`src/rtl/gmrf_pkg.sv`:
```
// shared types and constants for the group maximum reject filter
`default_nettype none
package gmrf_pkg;

    localparam int ID_W     = 32;
    localparam int ENERGY_W = 16;
    localparam int INDEX_W  = 31;

    typedef enum logic [1:0] {
        ST_IDLE,
        ST_DRAIN,
        ST_FINISH
    } t_state;

    typedef struct packed {
        logic [INDEX_W-1:0]  index;
        logic [ENERGY_W-1:0] energy;
    } t_entry;

endpackage
`default_nettype wire

```
`src/rtl/gmrf_store.sv`:
```
// entry buffer: one write port and one registered read port
`default_nettype none
module gmrf_store #(
    parameter int GROUP_DEPTH = 32
) (
    input  wire                               i_clk,
    input  wire                               i_wr_en,
    input  wire  [$clog2(GROUP_DEPTH)-1:0]    i_wr_addr,
    input  wire  gmrf_pkg::t_entry            i_wr_data,
    input  wire                               i_rd_en,
    input  wire  [$clog2(GROUP_DEPTH)-1:0]    i_rd_addr,
    output gmrf_pkg::t_entry                  o_rd_data
);
    import gmrf_pkg::*;

    t_entry r_mem [GROUP_DEPTH];
    t_entry r_rd_data;

    always_ff @(posedge i_clk) begin
        if (i_wr_en) begin
            r_mem[i_wr_addr] <= i_wr_data;
        end
    end

    always_ff @(posedge i_clk) begin
        if (i_rd_en) begin
            r_rd_data <= r_mem[i_rd_addr];
        end
    end

    assign o_rd_data = r_rd_data;

endmodule
`default_nettype wire

```
`src/rtl/group_max_reject_filter_unit.sv`:
```
// top level of the group maximum reject filter
//
// An item is taken when start is high and busy is low. An item that does not
// close a group of two or more stored entries leaves busy low. Closing such a
// group holds busy high through the drain and closing states: the buffer
// memory gives one entry per cycle on its single read port, its read data is
// registered, the drain state ends when it sees the read pipeline empty, and
// a closing state follows. A data item that closed the group is added to the
// new group in that closing state. Each rejected index appears once on the o_
// ports for one cycle with o_strobe high; the receiver cannot stall, so every
// strobed cycle is a transfer. Results of one group come in buffer order; each
// leaves in the cycle after the next reject of the group is found, and the
// last one in the cycle after the closing state.
`default_nettype none
module group_max_reject_filter_unit #(
    parameter int GROUP_DEPTH = 32
) (
    input  wire                              i_clk,
    input  wire                              i_rst_n,
    input  wire                              start,
    output logic                             busy,
    input  wire  [gmrf_pkg::ID_W-1:0]        i_group_id,
    input  wire  [gmrf_pkg::ENERGY_W-1:0]    i_energy,
    input  wire  [gmrf_pkg::INDEX_W-1:0]     i_entry_index,
    input  wire                              i_flush,
    output logic                             o_strobe,
    output logic [gmrf_pkg::INDEX_W-1:0]     o_reject_index,
    output logic                             o_last_of_run,
    output logic                             o_group_overflow
);
    import gmrf_pkg::*;

    localparam int AW    = $clog2(GROUP_DEPTH);
    localparam int CNT_W = $clog2(GROUP_DEPTH + 1);

    t_state              r_state, n_state;
    logic                r_open, n_open;
    logic [ID_W-1:0]     r_open_id, n_open_id;
    logic [CNT_W-1:0]    r_count, n_count;
    logic [ENERGY_W-1:0] r_max, n_max;
    logic                r_ovf, n_ovf;
    logic                r_pend_add, n_pend_add;
    logic [ID_W-1:0]     r_pend_id, n_pend_id;
    logic [ENERGY_W-1:0] r_pend_energy, n_pend_energy;
    logic [INDEX_W-1:0]  r_pend_index, n_pend_index;
    logic [CNT_W-1:0]    r_rd_addr, n_rd_addr;
    logic                r_rd_vld, n_rd_vld;
    logic                r_hold_vld, n_hold_vld;
    logic [INDEX_W-1:0]  r_hold_index, n_hold_index;
    logic                r_strobe, n_strobe;
    logic [INDEX_W-1:0]  r_out_index, n_out_index;
    logic                r_out_last, n_out_last;
    logic                r_out_ovf, n_out_ovf;

    logic                accept;
    logic                close_req;
    logic                drain_req;
    logic                issue;
    logic                reject;
    logic                wr_en;
    logic [AW-1:0]       wr_addr;
    t_entry              wr_data;
    t_entry              rd_data;

    // entry being added and the group state it is added to
    logic                add_en;
    logic [ID_W-1:0]     add_id;
    logic [ENERGY_W-1:0] add_energy;
    logic [INDEX_W-1:0]  add_index;
    logic                base_clear;
    logic [CNT_W-1:0]    base_count;
    logic [ENERGY_W-1:0] base_max;
    logic                base_ovf;
    logic                room;

    assign accept    = start && !busy;
    assign close_req = r_open && (i_flush || (i_group_id != r_open_id));
    assign drain_req = close_req && (r_count > CNT_W'(1));
    assign issue     = (r_state == ST_DRAIN) && (r_rd_addr < r_count);
    assign reject    = r_rd_vld && (rd_data.energy != r_max);

    // next state
    always_comb begin
        n_state = r_state;
        unique case (r_state)
            ST_IDLE: begin
                if (accept && drain_req) begin
                    n_state = ST_DRAIN;
                end
            end
            ST_DRAIN: begin
                if (!issue && !r_rd_vld) begin
                    n_state = ST_FINISH;
                end
            end
            ST_FINISH: begin
                n_state = ST_IDLE;
            end
            default: begin
                n_state = ST_IDLE;
            end
        endcase
    end

    // state outputs
    always_comb begin
        busy       = 1'b1;
        add_en     = 1'b0;
        base_clear = 1'b0;
        add_id     = r_pend_id;
        add_energy = r_pend_energy;
        add_index  = r_pend_index;
        unique case (r_state)
            ST_IDLE: begin
                busy       = 1'b0;
                add_en     = accept && !drain_req && !i_flush;
                base_clear = accept && !drain_req && (close_req || !r_open);
                add_id     = i_group_id;
                add_energy = i_energy;
                add_index  = i_entry_index;
            end
            ST_DRAIN: begin
                busy = 1'b1;
            end
            ST_FINISH: begin
                add_en     = r_pend_add;
                base_clear = 1'b1;
            end
            default: begin
                busy = 1'b1;
            end
        endcase
    end

    always_comb begin
        base_count = base_clear ? '0 : r_count;
        base_max   = base_clear ? '0 : r_max;
        base_ovf   = base_clear ? 1'b0 : r_ovf;
        room       = base_count < CNT_W'(GROUP_DEPTH);
        wr_en      = add_en && room;
        wr_addr    = base_count[AW-1:0];
        wr_data    = '{index: add_index, energy: add_energy};
    end

    // datapath next values
    always_comb begin
        n_open        = r_open;
        n_open_id     = r_open_id;
        n_count       = r_count;
        n_max         = r_max;
        n_ovf         = r_ovf;
        n_pend_add    = r_pend_add;
        n_pend_id     = r_pend_id;
        n_pend_energy = r_pend_energy;
        n_pend_index  = r_pend_index;
        n_rd_addr     = r_rd_addr;
        n_rd_vld      = issue;
        n_hold_vld    = r_hold_vld;
        n_hold_index  = r_hold_index;
        n_strobe      = 1'b0;
        n_out_index   = r_out_index;
        n_out_last    = r_out_last;
        n_out_ovf     = r_out_ovf;

        if (base_clear) begin
            n_open  = 1'b0;
            n_count = '0;
            n_max   = '0;
            n_ovf   = 1'b0;
        end
        if (add_en) begin
            n_open    = 1'b1;
            n_open_id = add_id;
            n_max     = (add_energy > base_max) ? add_energy : base_max;
            n_count   = room ? base_count + CNT_W'(1) : base_count;
            n_ovf     = room ? base_ovf : 1'b1;
        end

        if ((r_state == ST_IDLE) && accept && drain_req) begin
            n_pend_add    = !i_flush;
            n_pend_id     = i_group_id;
            n_pend_energy = i_energy;
            n_pend_index  = i_entry_index;
            n_rd_addr     = '0;
            n_hold_vld    = 1'b0;
        end

        if (issue) begin
            n_rd_addr = r_rd_addr + CNT_W'(1);
        end

        // hold each reject back one step so the final one can carry last
        if (reject) begin
            n_hold_vld   = 1'b1;
            n_hold_index = rd_data.index;
            if (r_hold_vld) begin
                n_strobe    = 1'b1;
                n_out_index = r_hold_index;
                n_out_last  = 1'b0;
                n_out_ovf   = r_ovf;
            end
        end

        if (r_state == ST_FINISH) begin
            n_pend_add = 1'b0;
            n_hold_vld = 1'b0;
            if (r_hold_vld) begin
                n_strobe    = 1'b1;
                n_out_index = r_hold_index;
                n_out_last  = 1'b1;
                n_out_ovf   = r_ovf;
            end
        end
    end

    always_ff @(posedge i_clk) begin
        if (!i_rst_n) begin
            r_state    <= ST_IDLE;
            r_open     <= 1'b0;
            r_open_id  <= '0;
            r_count    <= '0;
            r_max      <= '0;
            r_ovf      <= 1'b0;
            r_pend_add <= 1'b0;
            r_rd_addr  <= '0;
            r_rd_vld   <= 1'b0;
            r_hold_vld <= 1'b0;
            r_strobe   <= 1'b0;
        end else begin
            r_state    <= n_state;
            r_open     <= n_open;
            r_open_id  <= n_open_id;
            r_count    <= n_count;
            r_max      <= n_max;
            r_ovf      <= n_ovf;
            r_pend_add <= n_pend_add;
            r_rd_addr  <= n_rd_addr;
            r_rd_vld   <= n_rd_vld;
            r_hold_vld <= n_hold_vld;
            r_strobe   <= n_strobe;
        end
    end

    always_ff @(posedge i_clk) begin
        r_pend_id     <= n_pend_id;
        r_pend_energy <= n_pend_energy;
        r_pend_index  <= n_pend_index;
        r_hold_index  <= n_hold_index;
        r_out_index   <= n_out_index;
        r_out_last    <= n_out_last;
        r_out_ovf     <= n_out_ovf;
    end

    gmrf_store #(
        .GROUP_DEPTH (GROUP_DEPTH)
    ) u_store (
        .i_clk     (i_clk),
        .i_wr_en   (wr_en),
        .i_wr_addr (wr_addr),
        .i_wr_data (wr_data),
        .i_rd_en   (issue),
        .i_rd_addr (r_rd_addr[AW-1:0]),
        .o_rd_data (rd_data)
    );

    assign o_strobe         = r_strobe;
    assign o_reject_index   = r_out_index;
    assign o_last_of_run    = r_out_last;
    assign o_group_overflow = r_out_ovf;

endmodule
`default_nettype wire
```
`config.mk`:
```
export PLATFORM = sky130hd
export DESIGN_NAME = group_max_reject_filter_unit
export DESIGN_NICKNAME = d
export VERILOG_FILES = /design/src/rtl/gmrf_pkg.sv /design/src/rtl/gmrf_store.sv /design/src/rtl/group_max_reject_filter_unit.sv
export SDC_FILE = /design/constraint.sdc
export NUM_CORES = 2
export LEC_CHECK = 0
export BUFFER_PORTS_ARGS = -buffer_cell sky130_fd_sc_hd__buf_2
export CAP_MARGIN = 40
export CORE_MARGIN = 4
export CORE_UTILIZATION = 29
export DETAILED_ROUTE_END_ITERATION = 8
export PLACE_DENSITY = 0.39
export SKIP_CTS_REPAIR_TIMING = 1
export SLEW_MARGIN = 40
export SYNTH_ARGS = -nofsm -noshare
export SYNTH_HDL_FRONTEND = slang
export SYNTH_HIERARCHICAL = 1
export SYNTH_SLANG_ARGS = --single-unit
```
`constraint.sdc`:
```
create_clock -name i_clk -period 9.93 [get_ports i_clk]
set_input_delay 1.4895 -clock i_clk [delete_from_list [all_inputs] [get_ports i_clk]]
set_output_delay 1.4895 -clock i_clk [all_outputs]
set_load 0.01 [all_outputs]
```
Word-level counts from Yosys, hierarchy flattened
Memory sizes are Yosys's and may differ from the RTL's. A register that Yosys moved wholly into a read port is not among the register bits. Index checks and enable logic that the tools add are counted.

Add/sub/neg operators: 2. $mul: 0. Div/mod/pow operators: 0. Order comparisons: 4. Equality and inequality tests: 6. Shift operators: 0. Mux-type cells: 42. Bitwise gates (word level): 1. Reductions and logical operators: 26.

Operators by type and width (number): two-way mux 31 bit (5); two-way mux 16 bit (4); two-way mux 32 bit (1); inequality test 32 bit (1); two-way mux 6 bit (5); two-way mux 1 bit (22); > comparator 16 bit (1); inequality test 16 bit (1); logical AND 1 bit (13); adder 6 x 1 -> 6 bit, second input constant (2); > comparator 6 x 1 -> 1 bit, second input constant (1); < comparator 6 bit (1); < comparator 6 bit, second input constant (1); nonzero test 2 bit (3); zero test 1 bit (5); two-way mux 2 bit (2); inequality test 2 x 1 -> 1 bit, second input constant (2); case mux 1 bit (2 select lines) (2); case mux 2 bit (2 select lines) (1); equality test 2 x 1 -> 1 bit, second input constant (1); equality test 2 bit, second input constant (1); zero test 2 bit (1); logical OR 1 bit (2); AND reduction 2 bit (1); other kinds (2) (2).

Register bits: 211. Bits in latches: 0. Memory bits (writable): 1504. ROM bits: 0. Input port bits: 83. Output and inout bits: 35. Word-level logic and storage cells: 100. Memories: 1.

Memories: u_store.r_mem (words 32, bits a word 47, rd ports 1, clocked after Yosys merged registers in 1, wr ports 1, line gmrf_store.sv:16) `t_entry r_mem [GROUP_DEPTH];`.

Depth between registers and ports, before layout
Depth after elaboration: 13. Depth in mapped cells: 17. Depth with buffers taken out: 13.

Hierarchy
Netlist, hierarchy kept.

By module, submodules not included: gmrf_store (instances 1, cells an instance 3296, area an instance 59937.5 um2, sequential area each 46574.7 um2); group_max_reject_filter_unit (instances 1, cells an instance 785, area an instance 9471.6 um2, sequential area each 5655.4 um2).

Worst setup path before layout
No wires, ideal clock.

Path kind: input port to flip-flop. Start: input port i_group_id[27] (netlist name). End: memory u_store/r_mem[17][0] (netlist name), enable pin. Setup time: 0.452 ns. Arrival time: 5.488 ns. Data required time: 9.478 ns. Setup slack: 3.990 ns. Cell stages on the path: 8. Path buffers: 1. Cell sequence: xnor2_1 nand4_1 nor4_1 a311o_1 clkbuf_1 and2_1 or3b_2 nor2_1.

Word-level cells in the longest chain between the ends: 13. Elaborated cells on any way between the ends: 16. Those cells by class: order compare: 1; eq/ne: 1; mux: 5; reduce/logical: 9.

RTL lines: from (decl) (line group_max_reject_filter_unit.sv:22) `input wire [gmrf_pkg::ID_W-1:0] i_group_id,`; inequality test 32 bit * (line group_max_reject_filter_unit.sv:77) `assign close_req = r_open && (i_flush || (i_group_id != r_open_id));`; logical OR 1 bit * (line group_max_reject_filter_unit.sv:77); logical AND 1 bit * (line group_max_reject_filter_unit.sv:77); logical AND 1 bit (line group_max_reject_filter_unit.sv:78) `assign drain_req = close_req && (r_count > CNT_W'(1));`; zero test 1 bit (line group_max_reject_filter_unit.sv:117) `base_clear = accept && !drain_req && (close_req || !r_open);`; logical AND 1 bit (line group_max_reject_filter_unit.sv:117); logical AND 1 bit * (line group_max_reject_filter_unit.sv:117); case mux 1 bit (2 select lines) * (line group_max_reject_filter_unit.sv:113) `unique case (r_state)`; two-way mux 6 bit *; named net base_count[4] (line group_max_reject_filter_unit.sv:71) `logic [CNT_W-1:0] base_count;`; < comparator 6 bit (line group_max_reject_filter_unit.sv:139) `room = base_count < CNT_W'(GROUP_DEPTH);`; logical AND 1 bit (line group_max_reject_filter_unit.sv:140) `wr_en = add_en && room;`; two-way mux 1 bit (line gmrf_store.sv:20) `if (i_wr_en) begin`; two-way mux 1 bit (not written as such) (line gmrf_store.sv:21) `r_mem[i_wr_addr] <= i_wr_data;`; to (decl) (line gmrf_store.sv:16).

The timed path passes the listed nets; every way through them passes the cells marked *.

Worst setup path after layout
Start: input port i_group_id[3] (netlist name). End: memory u_store/r_mem[18][16] (netlist name), enable pin.

The elaborated chain is that of the path after synthesis.

==> summary.txt <==
Critical path
  – CP max stage delay: about 0.63 ns
  – RR Endpoint: u_store/r_mem[4][25]$_DFFE_PP_
  – Reg2Reg Launch Point: r_count[5]$_SDFF_PN0_
  – Worst Reg-to-Reg Cells: 9
  – Crit-path slowest cell: buf_4
  – CP arrival: 5.58 ns
  – Worst Path Required: 10.39 ns
  – Max Fanout on Critical Path: 43
  – Most Frequent Cell on Critical Path: buf_4
  – CP Cell Sequence: buf_2 -> xnor2_1 -> nand4_1 -> nor4_2 -> a311o_2 -> buf_4 -> and2_1 -> or3b_2 -> nor2_4 -> buf_4
  – CP Capture Type: register
  – Startpoint Class: input pin
  – Worst setup path category: input pin to register
  – Flop-to-flop setup slack: 5.15 ns
  – Buf/Inv on CP: 3
  – Top Family by Delay on Critical Path: simple AND/OR/NAND/NOR gates

Flow run
  – Maximum Capacitance Violations: 0

Clocking
  – CTS Buffer Depth: 3
  – Clock sinks: 1762
  – Clock transition at path regs: ~0.060 ns
  – Clk_lat worst skew: 0.83 ns
  – CTS tree: built
  – Htree depth: 4
  – TritonCTS Buffers: between 150 and 200
  – Clock root cell: clkbuf_16

Timing
  – Tightest Pin Transition: 1.01 ns
  – Hold_ws: 0.412 ns
  – Setup TNS: 0 ns
  – Layout Skew: between 0.02 and 0.03 ns
  – Final hold violation count: 0
  – Fmax: 0.195 GHz
  – Post-route clock period utilization: 51.6%
  – Slew Viols, Final: 0
  – Setup-failing EPs final: 0
  – RSZ-0062 raised after global routing: no
  – Rel. slew slack: 32.1%
  – Tmin final: 5.12 ns

Layout
  – Final Cell Area: 80400 µm²
  – Share of cells above drive strength 1: 13.3%
  – Fillcell total: 22800
  – Area grow syn2layout: 15.9%
  – Layout net count: 4363
  – Post-layout util: 33.8%
  – Reg area: 52200 µm²
  – Fin cells: between 7000 and 8000
  – Multi-input gate area in the final layout: 16100 µm²

Synthesis
  – Register area share after synthesis: roughly 75%
  – Ys async rst share: 0%
  – Count leader, synth: edfxtp_1
  – Post-synth EDFFs: 1694
  – Share of the synthesized area in the top cell type: between 70 and 80%
  – Synth Warn #: 6
  – Synth unique cells: 57
  – Synth Flop Type: edfxtp_1
  – Syn Area/Cell: 17.0 µm²
  – Top cells by count, synth: edfxtp_1, mux2i_1, nand2_1
  – Post-synthesis net count: ~4200
  – Yosys top cell by area: edfxtp_1
  – Mapped cell area: around 70000 µm²
  – Synth Register Bits: 1762
  – Mapped Cells: 4081
  – Synth top area cells: edfxtp_1, mux2i_1, dfxtp_1

Power
  – Clk network pwr share: 45.6%
  – Pleak: 24.2 nW
  – Peak supply drop: 0.140 mV
  – Power Density: approximately 190 nW/µm²
  – P_sw: 3.21 mW
  – Flop pwr share: 52.4%
  – Comb pwr share: 2.0%
  – Sw Share: about a fifth
  – Internal power: around 12 mW

Status
  – Outcome: completed

Placed design
  – PortBufs: around 120
  – Detailed Place HPWL: 116000 µm
  – Gp weighted congestion: 0.743
  – Total placed cells including tap cells: 7222
  – Post-Place Cell Area: 73900 µm²

Detailed routing
  – Routed wire length: 203000 µm
  – Vias per cell: around 4.8
  – # DRC: 0
  – Initial drt markers: 2811
  – DRT antenna net count: 0
  – Via count: 36500
  – 1st-pass router iterations: 6
  – Drt wl/cell: 26.7 µm

GRT
  – Gr usage total: roughly 16%
  – Grt ovf: 0
  – Largest net degree at the start of global routing: 107
  – First-pass GRT wire length: ~290000 µm
  – Antenna violations before repair: 20
  – Vias in the first global route: 36600

Floorplanning
  – # rows: between 150 and 200
  – Core area: 238000 µm²
  – I/O pins: roughly 120
  – Die footprint: 247000 µm²
  – Initial core utilization: 29.2%
  – Die span in x: 497 µm
  – Chip height: 497 µm

Hold path
  – Worst hold stages: 0
  – Hold Path End: r_hold_index[20]$_DFFE_PP_
  – HP Class: register to register
  – Hold path start: u_store/o_rd_data[36]$_DFFE_PP_
## per-layer routing
layer / vias up / GRT usage (%) / share of wire [%]
li1: 16400 / - / -
met5: - / 0 / 0
met3: 215 / 2.94 / 5.5
met1: 19100 / 23.9 / 48
met4: 0 / 3.48 / 1.7
met2: 800 / 24.2 / 44
## state kept, by name, indices dropped and copies added (netlist names), named ones only
name and count:
r_open_id 32, r_rd_vld 1, o_strobe 1, r_max 16
r_pend_add 1, r_pend_energy 16, r_pend_index 31, r_hold_vld 1
r_rd_addr 6, r_state 2, u_store/o_rd_data 47, r_count 6
r_ovf 1, u_store/r_mem 1504, r_hold_index 31, r_open 1
r_pend_id 32
## cells by family (layout without fill, tap and decap cells)
family / count (synthesis) / count (layout) / synth area share, %
flip-flops: 1762 / 1762 / 75.2
multiplexers: 848 / 848 / 12.3
AND/OR/NAND/NOR: 645 / 645 / 4.14
AO/OA/AOI/OAI: 506 / 506 / 5.09
buffers and inverters: 248 / 590 / 2.18
XOR/XNOR: 49 / 49 / 0.618
adder cells (fa/ha/maj): 23 / 23 / 0.415
other: 0 / 19 / 0
## power groups by stage
| stage | logic [mW] | registers, mW | clock network (mW) |
|---|---|---|---|
| finish | 0.308 | 8.17 | 7.11 |
| global route | 0.339 | 8.17 | 7.65 |
| CTS | 0.314 | 8.17 | 7.33 |
| detailed placement | 0.313 | 8.33 | 0 |
| global placement | 0.305 | 8.33 | 0 |
| floorplan | 0.143 | 8.32 | 0 |
## cells in the final DEF (no fill, tap or decap), types with 6 or more instances in the layout
master and n:
edfxtp_1 1694, mux2i_1 802, nand2_1 251, clkbuf_16 200, nand3_1 172, a21oi_1 158
a22oi_1 142, buf_2 116, a22o_1 94, nor2_1 77, dfxtp_1 66, clkinv_1 56
buf_4 51, a31oi_1 50, nor3_1 49, clkbuf_1 44, clkinv_2 35, nor2_4 34
a311oi_1 32, mux2_4 31, xor2_1 28, ha_1 23, xnor2_1 21, diode_2 19
bufinv_16 18, buf_6 17, mux2_2 15, buf_12 15, inv_1 12, nand3b_1 10
nand4_1 9, buf_16 9, a21o_1 7, nor4_1 6, and2_1 6
## worst max-delay path by stage
| stage | from | end | slack (ns) | cells after the start |
|---|---|---|---|---|
| after floorplan | i_group_id[27] | u_store/r_mem[17][0]$_DFFE_PP_ | 3.99 | 8 |
| after global placement | i_group_id[3] | u_store/r_mem[27][24]$_DFFE_PP_ | 3.22 | 10 |
| after detailed placement | i_group_id[3] | u_store/r_mem[4][23]$_DFFE_PP_ | 3.60 | 10 |
| after CTS | i_group_id[3] | u_store/r_mem[4][24]$_DFFE_PP_ | 4.50 | 10 |
| after global routing | i_group_id[3] | u_store/r_mem[18][33]$_DFFE_PP_ | 4.61 | 10 |
| final | i_group_id[3] | u_store/r_mem[18][16]$_DFFE_PP_ | 4.81 | 10 |
## stage by stage
step | power [mW] | setup WS [ns]
floorplan | 8.47 | 3.99
global placement | 8.63 | 3.22
detailed placement | 8.64 | 3.60
CTS | 15.8 | 4.50
global route | 16.2 | 4.61
finish | 15.6 | 4.81
## final cells by class
cell class	count	area share, %
Inverter	15	0.0762
Timing Repair Buffer	211	2.17
Clock inverter	119	1.32
Antenna cell	19	0.0591
Clock buffer	245	6.45
Sequential cell	1762	64.9
Tap cell	3167	4.93
Multi-Input combinational cell	2071	20.1
No activity file was read; power rests on OpenSTA's default activity.
